==> src/sv/lkv_pkg.sv <==
// Shared constants, types and a helper function of the LRU key-value cache.
package lkv_pkg;

    localparam int ENTRIES = 16;
    localparam int KEY_W   = 16;
    localparam int VALUE_W = 32;
    localparam int CAP_W   = 5;
    localparam int IDX_W   = (ENTRIES > 1) ? $clog2(ENTRIES) : 1;
    localparam int REC_W   = IDX_W;
    localparam int CNT_W   = $clog2(ENTRIES + 1);
    localparam int CMP_W   = (CNT_W > CAP_W) ? CNT_W : CAP_W;
    localparam int ADDR_W  = 3;
    localparam int DATA_W  = 32;

    localparam logic [ADDR_W-3:0] REG_CAPACITY = '0;
    localparam logic [CAP_W-1:0]  CAP_RESET    = CAP_W'(16);

    typedef enum logic {
        KIND_GET = 1'b0,
        KIND_PUT = 1'b1
    } t_kind;

    typedef enum logic [1:0] {
        ST_IDLE,
        ST_SCAN,
        ST_APPLY
    } t_state;

    typedef struct packed {
        logic               valid;
        logic [KEY_W-1:0]   key;
        logic [VALUE_W-1:0] value;
        logic [REC_W-1:0]   rec;
    } t_slot_view;

    typedef struct packed {
        logic               found;
        logic [IDX_W-1:0]   hit_idx;
        logic [VALUE_W-1:0] hit_value;
        logic [REC_W-1:0]   hit_rec;
        logic               free_found;
        logic [IDX_W-1:0]   free_idx;
        logic               old_found;
        logic [IDX_W-1:0]   old_idx;
        logic [REC_W-1:0]   old_rec;
    } t_scan_res;

    typedef struct packed {
        logic               en;
        logic [IDX_W-1:0]   idx;
        logic               new_entry;
        logic               write_key;
        logic               write_value;
        logic [KEY_W-1:0]   key;
        logic [VALUE_W-1:0] value;
        logic [CNT_W-1:0]   age_ref;
    } t_apply;

    function automatic logic [CMP_W-1:0] eff_cap(input logic [CAP_W-1:0] cap);
        logic [CMP_W-1:0] c;
        c = CMP_W'(cap);
        if (c == '0) begin
            c = CMP_W'(1);
        end
        if (c > CMP_W'(ENTRIES)) begin
            c = CMP_W'(ENTRIES);
        end
        return c;
    endfunction

endpackage

==> src/sv/lkv_store.sv <==
// Entry store: valid bits, keys, values, recency ranks and occupancy count.
module lkv_store (
    input  logic                      i_clk,
    input  logic                      i_rst_n,
    input  logic [lkv_pkg::IDX_W-1:0] i_rd_idx,
    output lkv_pkg::t_slot_view       o_view,
    input  lkv_pkg::t_apply           i_cmd,
    output logic [lkv_pkg::CNT_W-1:0] o_occ
);
    import lkv_pkg::*;

    logic [ENTRIES-1:0] r_valid;
    logic [KEY_W-1:0]   r_key   [ENTRIES];
    logic [VALUE_W-1:0] r_value [ENTRIES];
    logic [REC_W-1:0]   r_rec   [ENTRIES];
    logic [CNT_W-1:0]   r_occ;

    always_comb begin
        o_view.valid = r_valid[i_rd_idx];
        o_view.key   = r_key[i_rd_idx];
        o_view.value = r_value[i_rd_idx];
        o_view.rec   = r_rec[i_rd_idx];
    end

    assign o_occ = r_occ;

    always_ff @(posedge i_clk) begin
        if (!i_rst_n) begin
            r_valid <= '0;
            r_occ   <= '0;
            for (int i = 0; i < ENTRIES; i++) begin
                r_rec[i] <= '0;
            end
        end else if (i_cmd.en) begin
            for (int i = 0; i < ENTRIES; i++) begin
                if (IDX_W'(i) == i_cmd.idx) begin
                    r_rec[i] <= '0;
                end else if (r_valid[i] && (CNT_W'(r_rec[i]) < i_cmd.age_ref)) begin
                    r_rec[i] <= r_rec[i] + REC_W'(1);
                end
            end
            if (i_cmd.new_entry) begin
                r_valid[i_cmd.idx] <= 1'b1;
                r_occ              <= r_occ + CNT_W'(1);
            end
        end
    end

    always_ff @(posedge i_clk) begin
        if (i_cmd.en && i_cmd.write_key) begin
            r_key[i_cmd.idx] <= i_cmd.key;
        end
        if (i_cmd.en && i_cmd.write_value) begin
            r_value[i_cmd.idx] <= i_cmd.value;
        end
    end

endmodule

==> src/sv/lkv_scan.sv <==
// Slot scanner: one compare step per cycle while i_step is high, over all slots to find hit, free and oldest.
module lkv_scan (
    input  logic                      i_clk,
    input  logic                      i_rst_n,
    input  logic                      i_start,
    input  logic                      i_step,
    input  logic [lkv_pkg::KEY_W-1:0] i_key,
    input  lkv_pkg::t_slot_view       i_view,
    output logic [lkv_pkg::IDX_W-1:0] o_idx,
    output logic                      o_last,
    output lkv_pkg::t_scan_res        o_res
);
    import lkv_pkg::*;

    logic [IDX_W-1:0] r_idx;
    t_scan_res        r_res;
    t_scan_res        n_res;
    logic             key_match;
    logic             older;

    assign o_idx     = r_idx;
    assign o_last    = (r_idx == IDX_W'(ENTRIES - 1));
    assign o_res     = r_res;
    assign key_match = i_view.valid && (i_view.key == i_key);
    assign older     = i_view.valid && (!r_res.old_found || (i_view.rec > r_res.old_rec));

    always_comb begin
        n_res = r_res;
        if (i_start) begin
            n_res.found      = 1'b0;
            n_res.free_found = 1'b0;
            n_res.old_found  = 1'b0;
        end else if (i_step) begin
            if (!r_res.found && key_match) begin
                n_res.found     = 1'b1;
                n_res.hit_idx   = r_idx;
                n_res.hit_value = i_view.value;
                n_res.hit_rec   = i_view.rec;
            end
            if (!r_res.free_found && !i_view.valid) begin
                n_res.free_found = 1'b1;
                n_res.free_idx   = r_idx;
            end
            if (older) begin
                n_res.old_found = 1'b1;
                n_res.old_idx   = r_idx;
                n_res.old_rec   = i_view.rec;
            end
        end
    end

    always_ff @(posedge i_clk) begin
        if (!i_rst_n) begin
            r_idx <= '0;
            r_res <= '0;
        end else begin
            r_res <= n_res;
            if (i_start) begin
                r_idx <= '0;
            end else if (i_step && !o_last) begin
                r_idx <= r_idx + IDX_W'(1);
            end
        end
    end

endmodule

==> src/sv/lru_key_value_cache.sv <==
// Top level of the LRU key-value cache: request sequencer, result register and APB port.
// A request is compared against every slot in ST_SCAN, then applied in ST_APPLY, which for a get
// waits for a free output register; a new request is taken only in ST_IDLE.
// A finished result waits in the output register while the next request is taken.
// Reset is synchronous and active low; it clears all valid bits, ranks and the occupancy.
// Capacity resets to 16; no clearing pass is needed after reset.
module lru_key_value_cache (
    input  logic                        i_clk,
    input  logic                        i_rst_n,
    input  logic                        i_valid,
    output logic                        o_ready,
    input  logic                        i_kind,
    input  logic [lkv_pkg::KEY_W-1:0]   i_key,
    input  logic signed [lkv_pkg::VALUE_W-1:0] i_value,
    output logic                        o_valid,
    input  logic                        i_ready,
    output logic                        o_hit,
    output logic signed [lkv_pkg::VALUE_W-1:0] o_read_value,
    input  logic                        psel,
    input  logic                        penable,
    input  logic                        pwrite,
    input  logic [lkv_pkg::ADDR_W-1:0]  paddr,
    input  logic [lkv_pkg::DATA_W-1:0]  pwdata,
    output logic [lkv_pkg::DATA_W-1:0]  prdata,
    output logic                        pready
);
    import lkv_pkg::*;

    t_state             r_state;
    t_state             n_state;
    logic [CAP_W-1:0]   r_cap;
    t_kind              r_kind;
    logic [KEY_W-1:0]   r_key;
    logic [VALUE_W-1:0] r_value;
    logic               r_out_valid;
    logic               r_out_hit;
    logic [VALUE_W-1:0] r_out_value;

    logic               accept;
    logic               scan_step;
    logic               scan_last;
    logic               proceed;
    logic               room;
    logic               load_out;
    logic [IDX_W-1:0]   rd_idx;
    logic [CNT_W-1:0]   occ;
    t_slot_view         view;
    t_scan_res          res;
    t_apply             cmd;

    assign pready = 1'b1;
    assign prdata = (paddr[ADDR_W-1:2] == REG_CAPACITY) ? DATA_W'(r_cap) : '0;

    always_ff @(posedge i_clk) begin
        if (!i_rst_n) begin
            r_cap <= CAP_RESET;
        end else if (psel && penable && pwrite && pready
                     && (paddr[ADDR_W-1:2] == REG_CAPACITY)) begin
            r_cap <= pwdata[CAP_W-1:0];
        end
    end

    assign accept = i_valid && o_ready;
    assign room   = CMP_W'(occ) < eff_cap(r_cap);

    always_comb begin
        n_state   = r_state;
        o_ready   = 1'b0;
        scan_step = 1'b0;
        proceed   = 1'b0;
        load_out  = 1'b0;
        case (r_state)
            ST_IDLE: begin
                o_ready = 1'b1;
                if (i_valid) begin
                    n_state = ST_SCAN;
                end
            end
            ST_SCAN: begin
                scan_step = 1'b1;
                if (scan_last) begin
                    n_state = ST_APPLY;
                end
            end
            ST_APPLY: begin
                if (r_kind == KIND_PUT) begin
                    proceed = 1'b1;
                    n_state = ST_IDLE;
                end else if (!r_out_valid || i_ready) begin
                    proceed  = 1'b1;
                    load_out = 1'b1;
                    n_state  = ST_IDLE;
                end
            end
            default: begin
                n_state = ST_IDLE;
            end
        endcase
    end

    always_comb begin
        cmd.en          = proceed && (res.found || (r_kind == KIND_PUT));
        cmd.new_entry   = !res.found && room;
        cmd.write_key   = (r_kind == KIND_PUT) && !res.found;
        cmd.write_value = (r_kind == KIND_PUT);
        cmd.key         = r_key;
        cmd.value       = r_value;
        if (res.found) begin
            cmd.idx     = res.hit_idx;
            cmd.age_ref = CNT_W'(res.hit_rec);
        end else if (room) begin
            cmd.idx     = res.free_idx;
            cmd.age_ref = occ;
        end else begin
            cmd.idx     = res.old_idx;
            cmd.age_ref = CNT_W'(res.old_rec);
        end
    end

    always_ff @(posedge i_clk) begin
        if (!i_rst_n) begin
            r_state     <= ST_IDLE;
            r_out_valid <= 1'b0;
        end else begin
            r_state <= n_state;
            if (load_out) begin
                r_out_valid <= 1'b1;
            end else if (i_ready) begin
                r_out_valid <= 1'b0;
            end
        end
    end

    always_ff @(posedge i_clk) begin
        if (accept) begin
            r_kind  <= t_kind'(i_kind);
            r_key   <= i_key;
            r_value <= i_value;
        end
        if (load_out) begin
            r_out_hit   <= res.found;
            r_out_value <= res.found ? res.hit_value : '0;
        end
    end

    assign o_valid      = r_out_valid;
    assign o_hit        = r_out_hit;
    assign o_read_value = $signed(r_out_value);

    lkv_scan u_scan (
        .i_clk   (i_clk),
        .i_rst_n (i_rst_n),
        .i_start (accept),
        .i_step  (scan_step),
        .i_key   (r_key),
        .i_view  (view),
        .o_idx   (rd_idx),
        .o_last  (scan_last),
        .o_res   (res)
    );

    lkv_store u_store (
        .i_clk    (i_clk),
        .i_rst_n  (i_rst_n),
        .i_rd_idx (rd_idx),
        .o_view   (view),
        .i_cmd    (cmd),
        .o_occ    (occ)
    );

`ifndef NO_ASSERTIONS
    a_occ_bound: assert property (@(posedge i_clk) disable iff (!i_rst_n)
        CNT_W'(occ) <= CNT_W'(ENTRIES))
        else $error("Occupancy exceeds the number of entries.");

    a_busy_after_accept: assert property (@(posedge i_clk) disable iff (!i_rst_n)
        accept |=> !o_ready)
        else $error("Request taken while a previous request is in progress.");

    a_put_no_result: assert property (@(posedge i_clk) disable iff (!i_rst_n)
        (r_state == ST_APPLY && r_kind == KIND_PUT) |=> !$rose(o_valid))
        else $error("A put request produced a result.");

    a_evict_has_victim: assert property (@(posedge i_clk) disable iff (!i_rst_n)
        (cmd.en && !res.found && !room) |-> res.old_found)
        else $error("Eviction without a valid least recent entry.");
`endif

endmodule

==> config.mk <==
export PLATFORM = sky130hd
export DESIGN_NAME = lru_key_value_cache
export DESIGN_NICKNAME = d
export VERILOG_FILES = /design/src/sv/lkv_pkg.sv /design/src/sv/lkv_store.sv /design/src/sv/lkv_scan.sv /design/src/sv/lru_key_value_cache.sv
export SDC_FILE = /design/constraint.sdc
export NUM_CORES = 1
export LEC_CHECK = 0
export BUFFER_PORTS_ARGS = -buffer_cell sky130_fd_sc_hd__buf_2
export CAP_MARGIN = 20
export CORE_ASPECT_RATIO = 2
export CORE_UTILIZATION = 40
export DETAILED_ROUTE_END_ITERATION = 16
export GPL_TIMING_DRIVEN = 1
export HOLD_SLACK_MARGIN = 0.05
export SETUP_SLACK_MARGIN = 0.3
export SYNTH_ARGS = -nofsm -noshare
export SYNTH_HDL_FRONTEND = slang
export SYNTH_SLANG_ARGS = --single-unit
==> constraint.sdc <==
create_clock -name i_clk -period 5.3 [get_ports i_clk]
set_clock_uncertainty 0.15 [all_clocks]
set_input_delay 0.53 -clock i_clk [delete_from_list [all_inputs] [get_ports i_clk]]
set_output_delay 0.53 -clock i_clk [all_outputs]
set_load 0.1 [all_outputs]
==> summary.txt, run 1 <==
worst vdd ir: 0.000267 V
synthesized area per cell: 18.3 sq um
final RePlAce weighted congestion: 0.842
Layout area overhead: 14.7%
number of setup buffers added after CTS: 0
reg2reg end: u_store.r_rec[10][1]
Post-Syn Instances: 2243
status: finished clean
Post-DRT Antenna Nets: 0
Max clock buf depth: 3
final cycle utilization of the critical path: 88.6%
CTS H-tree depth: 3
Die Height: 455 microns
Post-synth EDFFs: 914
Crit Path Class: register to register
violation count after the first detailed-route iteration: 1538
largest net degree at the start of global routing: 80
Avg WL per Cell: 26.0 microns
Fin. Hold Viols: 0
setup TNS: 0 ns
Yosys top cell area share: 67.0%
number of global-route vias before repair: 22900
drt total wl: 101000 microns
DR vias/cell: 5.58
static leakage: 14.8 nW
Cell variety after synth: 61
Clock Sinks: 1006
post-synthesis sequential element count: 1006
die area: 104000 sq um
most common cell in the netlist: edfxtp_1
Synth area leaders: edfxtp_1, mux4_2, dfxtp_1
FILL cells: 8530
clock root buffer master: clkbuf_16
# nets final: 2623
max-slew violations: 0
Pwr Density: 347 nW/um^2
CTS tree: done
Post-synth top cells: edfxtp_1, mux4_2, nor2_1
Netlist Area Pre-Place: 41000 sq um
Worst-Margin Slew: 1.10 ns
register clock-pin slew on the reported worst setup and hold paths: 0.07 ns
Worst Path Arrival: 4.81 ns
Die Wd: 228 microns
Worst Hold Class: input port to register
cell taking the most area after synthesis: edfxtp_1
worst-path maximum fanout: 16
Reg-to-Reg Start: r_cap[4]
RSZ-0062 raised after global routing: no
CP required: 5.42 ns
residual DRC count: 0
nature of the critical path startpoint: register
number of cells on the worst hold path: 4
later-pin clock latency in the skew report: 0.69 ns
worst setup margin: 0.606 ns
setup violators final: 0
f_max: 0.213 GHz
max-cap violations: 0
min cycle time layout: 4.69 ns
io pins: 159
first-pass GRT wire length: 149000 microns
worst hold path startpoint: i_ready
Core ar.: 101000 sq um
crit path capture type: register
layout cells sized above 1: 24.7%
Congestion Overflow GR: 0
YS warnings: 0
post-synthesis async set-or-reset flop share: 0%
Worst R2R Path Depth: 16
Via Count: 21600
sequential-to-total area share from yosys stat: 71.5%
Overall Global Routing Usage: 19.6%
Slew headroom: 26.6%
I/O Buffers: 101
Min-Delay Endpoint: r_state[1]
Post-Place Worst Slack: 0.741 ns
DP HPWL: 61200 microns
CTS Buf Count: 89
# rows: 165
First-pass DRT Iterations: 5
prevailing post-synth register cell: edfxtp_1
Reg2Reg Setup Slack: 0.61 ns
Initial Util: 40.4%
initial antenna violation count: 2
[cells in the final DEF (no fill, tap or decap), drive strengths merged, types with 26 or more instances in the layout]
master / netlist / routed
a21oi: 74 / 74
and2: 32 / 32
buf: 79 / 183
clkbuf: 59 / 124
clkinv: 0 / 26
conb: 2 / 28
dfxtp: 92 / 92
dlygate4sd3: 0 / 53
edfxtp: 914 / 914
ha: 74 / 74
inv: 36 / 39
mux2i: 65 / 65
mux4: 231 / 231
nand2: 40 / 40
nand3: 77 / 77
nor2: 144 / 144
o21ai: 78 / 78
xor2: 33 / 33
[area by class of cell]
| cell class | instances | area (sq um) | share of cell area, % |
|---|---|---|---|
| multi-input combinational | 1089 | 11100 | 23.6 |
| antenna | 1 | 2.50 | 0.00532 |
| sequential | 1006 | 29300 | 62.3 |
| timing repair buffer | 236 | 1800 | 3.83 |
| inverter | 36 | 136 | 0.290 |
| clock buffer | 124 | 2500 | 5.32 |
| tap | 1336 | 1670 | 3.56 |
| clock inverter | 43 | 488 | 1.04 |
[metal layers]
| metal | global-route usage [%] | share of wire [%] | vias to the layer above | wire [microns] |
|---|---|---|---|---|
| met5 | 0 | 0.0090 | - | 9 |
| li1 | - | - | 9374 | - |
| met4 | 8.72 | 3.7 | 2 | 3710 |
| met1 | 22.5 | 38 | 11300 | 37800 |
| met2 | 36.7 | 55 | 695 | 55000 |
| met3 | 2.18 | 4.0 | 202 | 4030 |
[repair_timing]
item | CTS | global route
endpoints found under the hold margin | 53 | 0
resized for setup | 0 | 0
hold buffers | 53 | 0
[flip-flops by register name, summed over array words and instances, names as in the netlist, 2 cells and up, named ones only]
| name | cells |
|---|---|
| u_store.r_value | 512 |
| u_store.r_key | 256 |
| u_store.r_rec | 64 |
| u_scan.o_res | 55 |
| o_read_value | 32 |
| r_value | 32 |
| r_key | 16 |
| u_store.r_valid | 16 |
| r_cap | 5 |
| u_store.o_occ | 5 |
| u_scan.o_idx | 4 |
| r_state | 2 |
[stage by stage]
step	total power, W	hold WS [ns]	cells	instance area (sq um)	utilization, %
detailed placement	0.00985	0.304	3650	43500	42.9
floorplan	0.00963	0.276	2269	41100	-
CTS	0.0165	0.102	3870	47000	46.4
finish	0.0163	0.135	3871	47000	46.4
global placement	0.00982	0.286	3650	43500	42.9
global route	0.0168	0.150	3871	47000	46.4
[logic make-up (layout without fill, tap and decap cells)]
group | after synthesis | in the layout | synth area share (%)
AO/OA/AOI/OAI | 252 | 252 | 3.88
XOR/XNOR | 57 | 57 | 1.22
adder cells (fa/ha/maj) | 74 | 74 | 2.26
buffers and inverters | 174 | 439 | 2.17
flip-flops | 1006 | 1006 | 71.5
multiplexers | 312 | 312 | 14.7
other | 2 | 29 | 0.0183
AND/OR/NAND/NOR | 366 | 366 | 4.28
[worst max-delay path: stages, from the launching register on]
cell and delay, ns:
dfxtp_1 0.31, inv_1 0.23, nand2_1 0.11, ha_1 0.31, a21o_1 0.16, a21o_1 0.20, a221oi_1 0.48, buf_4 0.28
nand2_1 0.07, a21oi_1 0.13, a21oi_1 0.06, buf_4 0.27, ha_1 0.25, o311ai_0 0.37, and3_1 0.25, a21oi_1 0.05
o21ai_0 0.60
[power by group]
part | total [W] | switching (W) | internal, W
registers | 0.00891 | 0.000167 | 0.00875
clock network | 0.00661 | 0.00293 | 0.00368
logic | 0.000781 | 0.000452 | 0.000329
[worst max path at each step]
stage / startpoint / end / depth (start not counted)
2_1_floorplan: r_cap[4] / u_store.r_value[14][0] / 12
3_3_place_gp: r_cap[4] / u_store.r_rec[10][2] / 16
3_5_place_dp: r_cap[4] / u_store.r_rec[10][1] / 16
4_1_cts: r_cap[4] / u_store.r_rec[10][2] / 16
5_1_grt: r_cap[4] / u_store.r_rec[10][2] / 16
6_report: r_cap[4] / u_store.r_rec[10][1] / 16
Power figures use the tool's default switching activity.
==> inputs of run 2 (changes only) <==
--- a/config.mk
+++ b/config.mk
@@ -8,10 +8,12 @@
 export BUFFER_PORTS_ARGS = -buffer_cell sky130_fd_sc_hd__buf_2
 export CAP_MARGIN = 20
 export CORE_ASPECT_RATIO = 2
-export CORE_UTILIZATION = 40
+export CORE_UTILIZATION = 50
+export CTS_BUF_LIST = sky130_fd_sc_hd__clkbuf_8
 export DETAILED_ROUTE_END_ITERATION = 16
 export GPL_TIMING_DRIVEN = 1
 export HOLD_SLACK_MARGIN = 0.05
+export PLACE_DENSITY = 0.67
 export SETUP_SLACK_MARGIN = 0.3
 export SYNTH_ARGS = -nofsm -noshare
 export SYNTH_HDL_FRONTEND = slang
==> summary.txt, run 2 (same netlist as run 1, synthesis figures left out) <==
status: finished clean
max reg flops: 512 (unchanged)
number of setup buffers added after CTS: 0 (unchanged)
Die Wd: 204 microns (-10%)
I/O Buffers: 101 (unchanged)
register clock-pin slew on the reported worst setup and hold paths: 0.07 ns (about the same)
Worst-Margin Slew: 1.15 ns (+0.0523 ns)
Die Height: 407 microns (-11%)
CTS H-tree depth: 4 (+1)
first-pass GRT wire length: 146000 microns (-2.2%)
f_max: 0.221 GHz (+3.8%)
CTS tree: done
# nets final: 2675 (+2.0%)
Worst Path Arrival: 4.79 ns (-0.02 ns)
io pins: 159 (unchanged)
worst vdd ir: 0.000228 V (-15%)
residual DRC count: 0 (unchanged)
commonest non-fill, non-tap cell in the layout: edfxtp_1
Fin. Hold Viols: 0 (unchanged)
# rows: 148 (-10%)
Congestion Overflow GR: 0 (unchanged)
worst setup margin: 0.776 ns (+0.170 ns)
min cycle time layout: 4.52 ns (-0.170 ns)
violation count after the first detailed-route iteration: 1705 (+11%)
max-cap violations: 0 (unchanged)
DR vias/cell: 6.05 (+8.3%)
clock root buffer master: clkbuf_8
Max clock buf depth: 3 (unchanged)
register with the most flip-flops: u_store.r_value
Core ar.: 81300 sq um (-20%)
layout cells sized above 1: 26.1% (+1.4 points)
setup TNS: 0 ns (unchanged)
number of global-route vias before repair: 23700 (+3.3%)
Core Util, Final: 57.2% (+11 points)
Worst Hold Class: input port to register
final RePlAce weighted congestion: 0.853 (+1.3%)
static leakage: 15.0 nW (+0.96%)
First-pass DRT Iterations: 7 (+2)
nature of the critical path startpoint: register
Via Count: 22200 (+2.8%)
Crit Path Class: register to register
worst-path maximum fanout: 16 (unchanged)
Initial Util: 50.4% (+10 points)
max-slew violations: 0 (unchanged)
top flop regs: u_store.r_value: 512 flops, u_store.r_key: 256 flops, u_store.r_rec: 64 flops
CP required: 5.57 ns (+0.15 ns)
largest net degree at the start of global routing: 80 (unchanged)
# hold bufs at CTS: 56 (+5.7%)
Avg WL per Cell: 26.8 microns (+3.4%)
most frequent cells in the layout: edfxtp_1, mux4_2, clkbuf_8
die area: 83200 sq um (-20%)
setup violators final: 0 (unchanged)
CTS Buf Count: 139 (+56%)
Post-DRT Antenna Nets: 0 (unchanged)
Clock Sinks: 1006 (unchanged)
CTS resizes: 0 (unchanged)
Layout area overhead: 13.5%
Pwr Density: 338 nW/um^2 (-2.4%)
Post-Place Worst Slack: 0.871 ns (+0.130 ns)
final cycle utilization of the critical path: 85.4% (-3.2 points)
RSZ-0062 raised after global routing: no
drt total wl: 98700 microns (-1.9%)
Slew headroom: 23.1% (-3.5 points)
DP HPWL: 58200 microns (-4.8%)
initial antenna violation count: 3 (+1)
Overall Global Routing Usage: 24.4% (+4.8 points)
crit path capture type: register
later-pin clock latency in the skew report: 0.79 ns (+0.10 ns)
## run 2: report_power, final
group / switching (W) / leakage [nW] / internal [W] / total [W]
sequential: 0.000181 / 9.08 / 0.00875 / 0.00893
combinational: 0.000439 / 4.34 / 0.000334 / 0.000773
clock: 0.00293 / 1.57 / 0.00311 / 0.00604
## run 2: path summary, 6_finish.rpt
path,slack [ns],endpoint,from,cells after the start
setup / recovery,0.78,u_store.r_rec[1][1],r_cap[4],17
hold reg to reg,0.30,u_scan.o_res[13],u_scan.o_res[13],2
setup reg to reg,0.78,u_store.r_rec[1][1],r_cap[4],17
hold / removal,0.18,r_cap[2],penable,4
## run 2: worst max-delay path: stages, from the launching register on
cell and delay (ns):
dfxtp_1 0.31, inv_1 0.23, nand2_1 0.11, ha_1 0.31, a21o_1 0.16, a21o_1 0.20
a221o_1 0.54, nand2_1 0.15, a21oi_1 0.07, a21oi_1 0.16, buf_4 0.34, ha_1 0.29
o21ai_0 0.17, nand2b_1 0.10, o2111ai_1 0.10, and3_1 0.23, a21oi_1 0.05, o21ai_0 0.50
## run 2: final cells by class
cell class / count / area, sq um
inverter: 36 / 136
sequential: 1006 / 29300
tap: 1050 / 1310
timing repair buffer: 238 / 1840
antenna: 1 / 2.50
clock inverter: 100 / 697
fill: 6141 / 34800
clock buffer: 155 / 2130
multi-input combinational: 1089 / 11100
## run 2: through the flow
step	hold WS (ns)	power, W	instance area [sq um]	cells
2_1_floorplan	0.276	0.00963	41100	2269
3_3_place_gp	0.285	0.00982	43100	3363
3_5_place_dp	0.291	0.00985	43100	3363
4_1_cts	0.142	0.0159	46500	3674
5_1_grt	0.203	0.0162	46500	3675
6_report	0.185	0.0157	46500	3675
## run 2: routing by layer
| layer | up-vias | track usage [%] | part of all wire [%] |
|---|---|---|---|
| met3 | 270 | 3.74 | 5.5 |
| met5 | - | 0 | 0.013 |
| met4 | 2 | 12.3 | 4.3 |
| li1 | 9500 | - | - |
| met1 | 11500 | 27.8 | 36 |
| met2 | 935 | 44.2 | 54 |
